<file path="src/design/dsu_pkg.sv">
package dsu_pkg;

  localparam int ELEM_W   = 6;
  localparam int ELEM_CNT = 2 ** ELEM_W;
  localparam int RANK_W   = 3;
  localparam int CNT_W    = 32;

  localparam logic [RANK_W-1:0] RANK_MAX = '1;

  // variant register bits
  localparam int VAR_RANK_BIT = 0;
  localparam int VAR_COMP_BIT = 1;
  localparam logic [1:0] VARIANT_RESET = 2'd3;

  typedef enum logic [1:0] {
    OP_MAKE  = 2'd0,
    OP_UNION = 2'd1,
    OP_FIND  = 2'd2,
    OP_COUNT = 2'd3
  } op_t;

  typedef enum logic [2:0] {
    ST_IDLE,
    ST_FIND_CHK,
    ST_COMP_RD,
    ST_COMP_WR,
    ST_NEXT,
    ST_LINK,
    ST_BUMP,
    ST_DONE
  } state_t;

  typedef struct packed {
    logic              status;
    logic [ELEM_W-1:0] root;
    logic [CNT_W-1:0]  find_calls;
  } result_t;

endpackage

</file>
<file path="src/design/dsu_in_if.sv">
interface dsu_in_if;
  import dsu_pkg::*;

  logic              valid;
  logic              ready;
  logic [1:0]        operation;
  logic [ELEM_W-1:0] elem_a;
  logic [ELEM_W-1:0] elem_b;

  modport source (output valid, output operation, output elem_a, output elem_b,
                  input ready);
  modport sink (input valid, input operation, input elem_a, input elem_b,
                output ready);
endinterface

</file>
<file path="src/design/dsu_out_if.sv">
interface dsu_out_if;
  import dsu_pkg::*;

  logic              valid;
  logic              ready;
  logic              status;
  logic [ELEM_W-1:0] root;
  logic [CNT_W-1:0]  find_calls;

  modport source (output valid, output status, output root, output find_calls,
                  input ready);
  modport sink (input valid, input status, input root, input find_calls,
                output ready);
endinterface

</file>
<file path="src/design/dsu_ram.sv">
module dsu_ram #(
  parameter int WIDTH = 9,
  parameter int DEPTH = 64
) (
  input  logic                     clk,
  input  logic                     we,
  input  logic [$clog2(DEPTH)-1:0] addr,
  input  logic [WIDTH-1:0]         wdata,
  output logic [WIDTH-1:0]         rdata
);

  logic [WIDTH-1:0] mem [DEPTH];
  logic [WIDTH-1:0] rdata_r;

  always_ff @(posedge clk) begin
    if (we) begin
      mem[addr] <= wdata;
    end
    rdata_r <= mem[addr];
  end

  assign rdata = rdata_r;

endmodule

</file>
<file path="src/design/dsu_ctrl.sv">
module dsu_ctrl #(
  parameter int NUM_ELEMENTS = 64
) (
  input  logic                           clk,
  input  logic                           rst_n,
  dsu_in_if.sink                         in_ch,
  input  logic [1:0]                     variant,
  output logic                           mem_we,
  output logic [$clog2(NUM_ELEMENTS)-1:0] mem_addr,
  output logic [$clog2(NUM_ELEMENTS)+dsu_pkg::RANK_W-1:0] mem_wdata,
  input  logic [$clog2(NUM_ELEMENTS)+dsu_pkg::RANK_W-1:0] mem_rdata,
  output logic                           res_valid,
  input  logic                           res_ready,
  output dsu_pkg::result_t               res
);
  import dsu_pkg::*;

  localparam int IDX_W = $clog2(NUM_ELEMENTS);
  localparam int W     = IDX_W + RANK_W;
  localparam int XW    = (IDX_W > ELEM_W) ? IDX_W : ELEM_W;

  state_t              state_r, state_nxt;
  op_t                 op_r, op_nxt;
  logic [IDX_W-1:0]    b_idx_r, b_idx_nxt;
  logic [IDX_W-1:0]    cur_r, cur_nxt;
  logic [IDX_W-1:0]    start_r, start_nxt;
  logic [IDX_W-1:0]    walk_r, walk_nxt;
  logic [IDX_W-1:0]    root_r, root_nxt;
  logic [IDX_W-1:0]    ra_r, ra_nxt;
  logic [RANK_W-1:0]   rka_r, rka_nxt;
  logic [RANK_W-1:0]   rkb_r, rkb_nxt;
  logic                phase_r, phase_nxt;
  logic                res_status_r, res_status_nxt;
  logic [IDX_W-1:0]    res_root_r, res_root_nxt;
  logic [CNT_W-1:0]    cnt_r, cnt_nxt;
  logic [ELEM_CNT-1:0] created_r, created_nxt;
  logic                cnt_inc;

  logic                in_fire;
  op_t                 in_op;
  logic [XW-1:0]       a_ext, b_ext, root_ext;
  logic [IDX_W-1:0]    a_idx, b_idx;
  logic                a_in_range, b_in_range;
  logic                pa, pb, make_ok;
  logic [IDX_W-1:0]    rd_parent;
  logic [RANK_W-1:0]   rd_rank;
  logic                by_rank, compress, a_wins;

  assign in_ch.ready = (state_r == ST_IDLE);
  assign in_fire     = in_ch.valid && in_ch.ready;
  assign in_op       = op_t'(in_ch.operation);

  assign a_ext = XW'(in_ch.elem_a);
  assign b_ext = XW'(in_ch.elem_b);
  assign a_idx = a_ext[IDX_W-1:0];
  assign b_idx = b_ext[IDX_W-1:0];

  assign a_in_range = 32'(in_ch.elem_a) < 32'(NUM_ELEMENTS);
  assign b_in_range = 32'(in_ch.elem_b) < 32'(NUM_ELEMENTS);
  assign pa         = a_in_range && created_r[in_ch.elem_a];
  assign pb         = b_in_range && created_r[in_ch.elem_b];
  assign make_ok    = a_in_range && !created_r[in_ch.elem_a];

  assign rd_parent = mem_rdata[W-1:RANK_W];
  assign rd_rank   = mem_rdata[RANK_W-1:0];

  assign by_rank  = variant[VAR_RANK_BIT];
  assign compress = variant[VAR_COMP_BIT];
  assign a_wins   = !by_rank || (rka_r >= rkb_r);

  // next state
  always_comb begin
    state_nxt = state_r;
    case (state_r)
      ST_IDLE: begin
        if (in_fire) begin
          case (in_op)
            OP_UNION: state_nxt = (pa && pb) ? ST_FIND_CHK : ST_DONE;
            OP_FIND:  state_nxt = pa ? ST_FIND_CHK : ST_DONE;
            default:  state_nxt = ST_DONE;
          endcase
        end
      end
      ST_FIND_CHK: begin
        if (rd_parent == cur_r) begin
          state_nxt = (compress && (start_r != cur_r)) ? ST_COMP_WR : ST_NEXT;
        end
      end
      ST_COMP_RD: state_nxt = ST_COMP_WR;
      ST_COMP_WR: state_nxt = (rd_parent == root_r) ? ST_NEXT : ST_COMP_RD;
      ST_NEXT: begin
        if (op_r == OP_FIND) begin
          state_nxt = ST_DONE;
        end else if (!phase_r) begin
          state_nxt = ST_FIND_CHK;
        end else begin
          state_nxt = ST_LINK;
        end
      end
      ST_LINK: begin
        if ((ra_r != root_r) && a_wins && by_rank && (rka_r == rkb_r) &&
            (rka_r != RANK_MAX)) begin
          state_nxt = ST_BUMP;
        end else begin
          state_nxt = ST_DONE;
        end
      end
      ST_BUMP: state_nxt = ST_DONE;
      ST_DONE: begin
        if (res_ready) begin
          state_nxt = ST_IDLE;
        end
      end
      default: state_nxt = ST_IDLE;
    endcase
  end

  // datapath and memory port
  always_comb begin
    op_nxt         = op_r;
    b_idx_nxt      = b_idx_r;
    cur_nxt        = cur_r;
    start_nxt      = start_r;
    walk_nxt       = walk_r;
    root_nxt       = root_r;
    ra_nxt         = ra_r;
    rka_nxt        = rka_r;
    rkb_nxt        = rkb_r;
    phase_nxt      = phase_r;
    res_status_nxt = res_status_r;
    res_root_nxt   = res_root_r;
    created_nxt    = created_r;
    cnt_inc        = 1'b0;
    mem_we         = 1'b0;
    mem_addr       = cur_r;
    mem_wdata      = '0;
    case (state_r)
      ST_IDLE: begin
        if (in_fire) begin
          op_nxt         = in_op;
          b_idx_nxt      = b_idx;
          cur_nxt        = a_idx;
          start_nxt      = a_idx;
          phase_nxt      = 1'b0;
          res_status_nxt = 1'b0;
          res_root_nxt   = '0;
          case (in_op)
            OP_MAKE: begin
              if (make_ok) begin
                mem_we                     = 1'b1;
                mem_addr                   = a_idx;
                mem_wdata                  = {a_idx, {RANK_W{1'b0}}};
                created_nxt[in_ch.elem_a] = 1'b1;
                res_root_nxt               = a_idx;
              end else begin
                res_status_nxt = 1'b1;
              end
            end
            OP_UNION: begin
              if (pa && pb) begin
                mem_addr = a_idx;
                cnt_inc  = 1'b1;
              end else begin
                res_status_nxt = 1'b1;
              end
            end
            OP_FIND: begin
              if (pa) begin
                mem_addr = a_idx;
                cnt_inc  = 1'b1;
              end else begin
                res_status_nxt = 1'b1;
              end
            end
            default: ;
          endcase
        end
      end
      ST_FIND_CHK: begin
        if (rd_parent != cur_r) begin
          // climb one level
          cur_nxt  = rd_parent;
          mem_addr = rd_parent;
          cnt_inc  = 1'b1;
        end else begin
          root_nxt = cur_r;
          if (!phase_r) begin
            ra_nxt  = cur_r;
            rka_nxt = rd_rank;
          end else begin
            rkb_nxt = rd_rank;
          end
          // start the compression pass at the walk origin
          mem_addr = start_r;
          walk_nxt = start_r;
        end
      end
      ST_COMP_RD: mem_addr = walk_r;
      ST_COMP_WR: begin
        mem_we    = 1'b1;
        mem_addr  = walk_r;
        mem_wdata = {root_r, rd_rank};
        walk_nxt  = rd_parent;
      end
      ST_NEXT: begin
        if (op_r == OP_FIND) begin
          res_root_nxt = root_r;
        end else if (!phase_r) begin
          phase_nxt = 1'b1;
          cur_nxt   = b_idx_r;
          start_nxt = b_idx_r;
          mem_addr  = b_idx_r;
          cnt_inc   = 1'b1;
        end
      end
      ST_LINK: begin
        if (ra_r == root_r) begin
          res_root_nxt = ra_r;
        end else if (a_wins) begin
          mem_we       = 1'b1;
          mem_addr     = root_r;
          mem_wdata    = {ra_r, rkb_r};
          res_root_nxt = ra_r;
        end else begin
          mem_we       = 1'b1;
          mem_addr     = ra_r;
          mem_wdata    = {root_r, rka_r};
          res_root_nxt = root_r;
        end
      end
      ST_BUMP: begin
        mem_we    = 1'b1;
        mem_addr  = ra_r;
        mem_wdata = {ra_r, rka_r + 1'b1};
      end
      default: ;
    endcase
  end

  assign cnt_nxt = (cnt_inc && (cnt_r != '1)) ? cnt_r + 1'b1 : cnt_r;

  always_ff @(posedge clk) begin
    if (!rst_n) begin
      state_r   <= ST_IDLE;
      cnt_r     <= '0;
      created_r <= '0;
      phase_r   <= 1'b0;
    end else begin
      state_r   <= state_nxt;
      cnt_r     <= cnt_nxt;
      created_r <= created_nxt;
      phase_r   <= phase_nxt;
    end
  end

  always_ff @(posedge clk) begin
    op_r         <= op_nxt;
    b_idx_r      <= b_idx_nxt;
    cur_r        <= cur_nxt;
    start_r      <= start_nxt;
    walk_r       <= walk_nxt;
    root_r       <= root_nxt;
    ra_r         <= ra_nxt;
    rka_r        <= rka_nxt;
    rkb_r        <= rkb_nxt;
    res_status_r <= res_status_nxt;
    res_root_r   <= res_root_nxt;
  end

  assign root_ext       = XW'(res_root_r);
  assign res_valid      = (state_r == ST_DONE);
  assign res.status     = res_status_r;
  assign res.root       = root_ext[ELEM_W-1:0];
  assign res.find_calls = cnt_r;

  a_cnt_monotonic: assert property (@(posedge clk) disable iff (!rst_n)
    $past(rst_n) |-> cnt_r >= $past(cnt_r))
    else $error("find-call counter went backwards");

  a_comp_after_read: assert property (@(posedge clk) disable iff (!rst_n)
    (state_r == ST_COMP_WR) && $past(rst_n) |->
      ($past(state_r) == ST_FIND_CHK) || ($past(state_r) == ST_COMP_RD))
    else $error("compression write without a preceding read");

  a_err_root_zero: assert property (@(posedge clk) disable iff (!rst_n)
    res_valid && res_status_r |-> res_root_r == '0)
    else $error("error result carries a nonzero root");

  a_link_after_both: assert property (@(posedge clk) disable iff (!rst_n)
    (state_r == ST_LINK) |-> phase_r && (op_r == OP_UNION))
    else $error("link step reached before both walks finished");

endmodule

</file>
<file path="src/design/dsu_out_stage.sv">
module dsu_out_stage (
  input  logic             clk,
  input  logic             rst_n,
  input  logic             res_valid,
  output logic             res_ready,
  input  dsu_pkg::result_t res,
  dsu_out_if.source        out_ch
);
  import dsu_pkg::*;

  logic    out_valid_r, out_valid_nxt;
  result_t out_data_r;

  assign res_ready     = !out_valid_r || out_ch.ready;
  assign out_valid_nxt = res_ready ? res_valid : out_valid_r;

  always_ff @(posedge clk) begin
    if (!rst_n) begin
      out_valid_r <= 1'b0;
    end else begin
      out_valid_r <= out_valid_nxt;
    end
  end

  // hold the beat until taken
  always_ff @(posedge clk) begin
    if (res_valid && res_ready) begin
      out_data_r <= res;
    end
  end

  assign out_ch.valid      = out_valid_r;
  assign out_ch.status     = out_data_r.status;
  assign out_ch.root       = out_data_r.root;
  assign out_ch.find_calls = out_data_r.find_calls;

endmodule

</file>
<file path="src/design/disjoint_set_union_find.sv">
// Make, read-count and error beats go from accept to ST_DONE, then into the output register.
// Find: ST_FIND_CHK climbs one level per visit; ST_COMP_WR/ST_COMP_RD relink the path nodes.
// Union: both finds back to back, then ST_LINK, and ST_BUMP on a by-rank tie below RANK_MAX.
// One beat in flight: the next is taken only once the result has left for the output register.
// Reset: synchronous rst_n clears control, created flags, find counter; variant returns to 3.
// The parent/rank memory is not cleared; only created entries are ever used.
module disjoint_set_union_find #(
  parameter int NUM_ELEMENTS = 64
) (
  input  logic       clk,
  input  logic       rst_n,
  dsu_in_if.sink     in_ch,
  dsu_out_if.source  out_ch,
  input  logic       cfg_we,
  input  logic [1:0] cfg_wdata
);
  import dsu_pkg::*;

  localparam int IDX_W = $clog2(NUM_ELEMENTS);
  localparam int W     = IDX_W + RANK_W;

  // Variant register: bit 0 selects union by rank, bit 1 path compression.
  logic [1:0] variant_r, variant_nxt;

  assign variant_nxt = cfg_we ? cfg_wdata : variant_r;

  always_ff @(posedge clk) begin
    if (!rst_n) begin
      variant_r <= VARIANT_RESET;
    end else begin
      variant_r <= variant_nxt;
    end
  end

  // Memory port: each word is {parent, rank}; one access per cycle, read
  // data is registered. The sequencer walks a parent chain one level per
  // cycle and rewrites compressed links with a read/write pair per node.
  logic             mem_we;
  logic [IDX_W-1:0] mem_addr;
  logic [W-1:0]     mem_wdata;
  logic [W-1:0]     mem_rdata;

  // Result handoff between the sequencer and the output register.
  logic    res_valid;
  logic    res_ready;
  result_t res;

  dsu_ram #(
    .WIDTH (W),
    .DEPTH (NUM_ELEMENTS)
  ) u_ram (
    .clk   (clk),
    .we    (mem_we),
    .addr  (mem_addr),
    .wdata (mem_wdata),
    .rdata (mem_rdata)
  );

  dsu_ctrl #(
    .NUM_ELEMENTS (NUM_ELEMENTS)
  ) u_ctrl (
    .clk       (clk),
    .rst_n     (rst_n),
    .in_ch     (in_ch),
    .variant   (variant_r),
    .mem_we    (mem_we),
    .mem_addr  (mem_addr),
    .mem_wdata (mem_wdata),
    .mem_rdata (mem_rdata),
    .res_valid (res_valid),
    .res_ready (res_ready),
    .res       (res)
  );

  // Output register lets the sequencer take the next beat while a result
  // still waits downstream.
  dsu_out_stage u_out (
    .clk       (clk),
    .rst_n     (rst_n),
    .res_valid (res_valid),
    .res_ready (res_ready),
    .res       (res),
    .out_ch    (out_ch)
  );

endmodule

</file>
<file path="src/flat_wrapper.sv">
// flat-port wrapper written by rule: the top's interface ports become plain ports
module disjoint_set_union_find_flat import dsu_pkg::*;
#(
  parameter int NUM_ELEMENTS = 64
)
  (clk, rst_n, cfg_we, cfg_wdata, in_ch_valid, in_ch_operation, in_ch_elem_a, in_ch_elem_b, in_ch_ready, out_ch_valid, out_ch_status, out_ch_root, out_ch_find_calls, out_ch_ready);
  dsu_in_if in_ch_i ();
  dsu_out_if out_ch_i ();
  input  logic clk;
  input  logic rst_n;
  input  logic cfg_we;
  input  logic [1:0] cfg_wdata;
  input wire logic [$bits(in_ch_i.valid)-1:0] in_ch_valid;
  input wire logic [$bits(in_ch_i.operation)-1:0] in_ch_operation;
  input wire logic [$bits(in_ch_i.elem_a)-1:0] in_ch_elem_a;
  input wire logic [$bits(in_ch_i.elem_b)-1:0] in_ch_elem_b;
  output wire logic [$bits(in_ch_i.ready)-1:0] in_ch_ready;
  output wire logic [$bits(out_ch_i.valid)-1:0] out_ch_valid;
  output wire logic [$bits(out_ch_i.status)-1:0] out_ch_status;
  output wire logic [$bits(out_ch_i.root)-1:0] out_ch_root;
  output wire logic [$bits(out_ch_i.find_calls)-1:0] out_ch_find_calls;
  input wire logic [$bits(out_ch_i.ready)-1:0] out_ch_ready;
  assign in_ch_i.valid = in_ch_valid;
  assign in_ch_i.operation = in_ch_operation;
  assign in_ch_i.elem_a = in_ch_elem_a;
  assign in_ch_i.elem_b = in_ch_elem_b;
  assign in_ch_ready = in_ch_i.ready;
  assign out_ch_valid = out_ch_i.valid;
  assign out_ch_status = out_ch_i.status;
  assign out_ch_root = out_ch_i.root;
  assign out_ch_find_calls = out_ch_i.find_calls;
  assign out_ch_i.ready = out_ch_ready;
  disjoint_set_union_find #(.NUM_ELEMENTS(NUM_ELEMENTS)) u_core (.clk(clk), .rst_n(rst_n), .in_ch(in_ch_i), .out_ch(out_ch_i), .cfg_we(cfg_we), .cfg_wdata(cfg_wdata));
endmodule
</file>
<file path="config.mk">
export PLATFORM = sky130hd
export DESIGN_NAME = disjoint_set_union_find_flat
export DESIGN_NICKNAME = d
export VERILOG_FILES = /design/src/design/dsu_pkg.sv /design/src/design/dsu_in_if.sv /design/src/design/dsu_out_if.sv /design/src/design/dsu_ram.sv /design/src/design/dsu_ctrl.sv /design/src/design/dsu_out_stage.sv /design/src/design/disjoint_set_union_find.sv /design/src/flat_wrapper.sv
export SDC_FILE = /design/constraint.sdc
export NUM_CORES = 1
export LEC_CHECK = 0
export ABC_CLOCK_PERIOD_IN_PS = 7600
export BUFFER_PORTS_ARGS = -buffer_cell sky130_fd_sc_hd__buf_4
export CORE_AREA = 2 2 383 385
export CTS_BUF_LIST = sky130_fd_sc_hd__clkbuf_4 sky130_fd_sc_hd__clkbuf_8 sky130_fd_sc_hd__clkbuf_16
export CTS_CLUSTER_DIAMETER = 80
export DETAILED_ROUTE_END_ITERATION = 10
export DIE_AREA = 0 0 385 387
export PLACE_DENSITY_LB_ADDON = 0.05
export RECOVER_POWER = 25
export SLEW_MARGIN = 20
export SYNTH_ARGS = -nofsm -noshare
export SYNTH_HDL_FRONTEND = slang
export SYNTH_SLANG_ARGS = --single-unit
export TNS_END_PERCENT = 1
</file>
<file path="constraint.sdc">
create_clock -name clk -period 7.6 [get_ports clk]
set_input_delay 1.52 -clock clk [delete_from_list [all_inputs] [get_ports clk]]
set_output_delay 1.52 -clock clk [all_outputs]
set_load 0.005 [all_outputs]
</file>
==> impl_metrics.env <==
export IMPL_min_period_ps=6930
export IMPL_drc_errors=0
export IMPL_netlist_instances=2292
export IMPL_drv_slew=269
export IMPL_dr_pass1_iters=9
export IMPL_area_growth_pct=20.4
export IMPL_yosys_warnings=0
export IMPL_io_buffers=61
export IMPL_wl_per_cell_um=25.2
export IMPL_cts_buffer_depth=3
export IMPL_cp_required_ps=8160
export IMPL_cp_top_family="compound AO/OA/AOI/OAI gates"
export IMPL_hold_path_class="flip-flop to flip-flop"
export IMPL_dp_cells=4316
export IMPL_insertion_delay_ps=710
export IMPL_drt_iter0_markers=1486
export IMPL_h_tree_depth=3
export IMPL_avgSynthCellArea_um2=14.4
export IMPL_leakage_nw=13.6
export IMPL_finClkSkew_ps=35.2
export IMPL_hpwl_mm=74.7
export IMPL_power_density_cell_area_nw_per_um2=448
export IMPL_cp_max_fo=24
export IMPL_postSynth_asyncResetShare_pct=0
export IMPL_cts_tree="done"
export IMPL_crit_type="input pin to flip-flop"
export IMPL_ctsResizeCount=0
export IMPL_numCtsBuffers=99
export IMPL_clock_sinks=778
export IMPL_diodes=0
export IMPL_drt_wl_total_mm=113
export IMPL_yosysMostFrequentCell="edfxtp_1"
export IMPL_critPathBufInv=3
export IMPL_yosys_register_bits=778
export IMPL_core_um2=145000
export IMPL_end_kind="flip-flop"
export IMPL_yosys_most_used_dff="edfxtp_1"
export IMPL_nNetsFinal=2531
export IMPL_die_area_um2=149000
export IMPL_post_route_util_pct=27.5
export IMPL_finalSetupViolCount=0
export IMPL_crit_path_cell_trace="clkbuf_1 -> mux4_2 -> mux2i_1 -> a221o_1 -> o221ai_1 -> o311a_1 -> a211oi_2 -> or2_2 -> a2bb2oi_1 -> nand2b_4 -> buf_4 -> buf_4 -> a2bb2oi_1 -> o211ai_1 -> a22oi_1 -> nand4_1"
export IMPL_ios=62
export IMPL_grt_pass1_wl_mm=162
export IMPL_gr_total_overflow=0
export IMPL_synth_edff_count=666
export IMPL_synth_cell_types=80
export IMPL_worstMarginPinSlew_ps=4290
export IMPL_routed_via_count=20400
export IMPL_synth_top_area_cell="edfxtp_1"
export IMPL_gp_congestion=0.786
export IMPL_status="complete, but fails checks"
export IMPL_synthTopCellsByArea="edfxtp_1, dfxtp_1, mux2i_1"
export IMPL_drive_gt1_share_pct=22.0
export IMPL_cp_arrival_ps=7490
export IMPL_peakVddDrop_v=0.000295
export IMPL_grt_start_max_net_pins=71
export IMPL_final_cells=4500
export IMPL_r2r_slack_ps=1050
export IMPL_die_h_um=387
export IMPL_synth_commonest_cells="edfxtp_1, nor2_1, mux2i_1"
export IMPL_fp_row_count=140
export IMPL_finalPower_mw=17.9
export IMPL_final_hold_viol_count=0
export IMPL_ctsHoldBuffers=0
export IMPL_synth_nets=2323
export IMPL_slew_headroom_pct=-186
export IMPL_synth_seq_area_share_pct=67.2
export IMPL_maxCapViolCount=5
export IMPL_cpMaxStageDelayCell="clkbuf_1"
export IMPL_cts_setup_buffers=0
export IMPL_chipWidth_um=385
export IMPL_startpoint_type="input pin"
export IMPL_fillers=14700
export IMPL_fin_setup_tns_ps=0
export IMPL_rsz0062_at_grt="no"
export IMPL_synth_top_cell_area_share_pct=60.4
export IMPL_cts_root_buf="clkbuf_16"
export IMPL_antenna_found_initial=1
export IMPL_cp_slowest_stage_delay_ps=960
export IMPL_path_clk_slew_ps=60
export IMPL_fmaxAchievable_mhz=144
export IMPL_syn_area_um2=33100
export IMPL_track_usage_pct=15.1
export IMPL_start_util_pct=22.9
export IMPL_post_route_period_util_pct=91.2
export IMPL_first_global_vias=21200
export IMPL_viasPerCell=4.53
export IMPL_failed_checks="capacitance limit, slew limit"
export IMPL_drtAntennaViolNets=0
per-layer routing:
layer	global-route usage [%]	share of wire, %	vias to the layer above
met5	0	0	-
met4	3.54	2.0	0
met3	2.35	3.8	144
met2	24.4	47	465
met1	21.1	47	10500
li1	-	-	9255
stage by stage:
stage | hold WS (ps) | worst slack, ps | instance area [µm²]
3_5_place_dp | 411 | 50.5 | 36800
3_3_place_gp | 412 | 197 | 36800
4_1_cts | 424 | 798 | 40000
5_1_grt | 433 | 404 | 39900
6_report | 421 | 672 | 39900
2_1_floorplan | 400 | 2050 | 33100
where the power goes:
part           switching (mW)  leakage, nW  internal [mW]  total, mW
combinational            5.08         4.95           2.91       7.99
clock                    1.90         1.59           2.67       4.56
sequential              0.175         7.08           5.14       5.32
area by class of cell:
type	count	area, µm²	share of cell area [%]
multi-input cells	1352	10200	25.5
clock inverters	62	480	1.21
flip-flops and latches	778	22200	55.8
repair buffers	234	1730	4.34
well taps	1917	2400	6.02
clock buffers	122	2710	6.79
inverters	35	131	0.330
registers in the layout, summed over array words and instances, names as in the netlist, 6 cells and up:
name and flops:
u_core.u_ctrl.created_r 64, u_core.u_ctrl.cur_r 6, u_core.u_ctrl.res_root_r 6, u_core.u_ram.rdata 9, u_core.u_ctrl.root_r 6, u_core.u_ctrl.walk_r 6
u_core.u_ctrl.cnt_r 32, u_core.u_ram.mem 576, u_core.u_ctrl.b_idx_r 6, u_core.u_ctrl.ra_r 6, u_core.u_out.out_ch.find_calls 32, u_core.u_out.out_ch.root 6
u_core.u_ctrl.start_r 6
final timing paths:
kind | from | endpoint | cells after the start
worst max-delay path | in_ch_elem_b[2] | u_core.u_ram.rdata[4] | 16
worst min-delay path | u_core.u_ctrl.res_root_r[4] | u_core.u_out.out_ch.root[4] | 0
worst max register to register | u_core.u_ctrl.state_r[0] | u_core.u_ram.mem[33][0] | 5
worst min register to register | u_core.u_ctrl.res_root_r[4] | u_core.u_out.out_ch.root[4] | 0
kinds of logic (layout without fill, tap and decap cells):
kind of cell	Yosys count	in the layout	synth area share (%)
AND/OR/NAND/NOR	516	516	7.14
AO/OA/AOI/OAI	417	417	9.47
flip-flops	778	778	67.2
buffers and inverters	162	453	2.36
multiplexers	357	357	12.1
XOR/XNOR	52	52	1.38
adder cells (fa/ha/maj)	10	10	0.378
placed cells by master (no fill, tap or decap), drive strengths merged, types with 13 or more instances in the layout:
master   count
nand4       18
a21oi       44
a22oi       36
and3        13
nor2       185
nand3       46
o22ai       16
inv         37
edfxtp     666
mux4        19
a222oi      13
mux2i      181
nor2b       19
xnor2       38
nand2b      14
o21ai       38
xor2        14
nand2      145
buf        174
mux2       157
o211ai      61
clkinv      52
dfxtp      112
a2bb2oi     69
clkbuf     182
and2        36
o21a        66
worst reg2reg max path, stage by stage (launching register included):
cell	delay, ps
dfxtp_1	300
clkbuf_1	1010
nor2b_1	840
a22oi_1	280
o22ai_4	190
clkbuf_1	3000
Note: power is estimated with default switching activity, not from simulation.
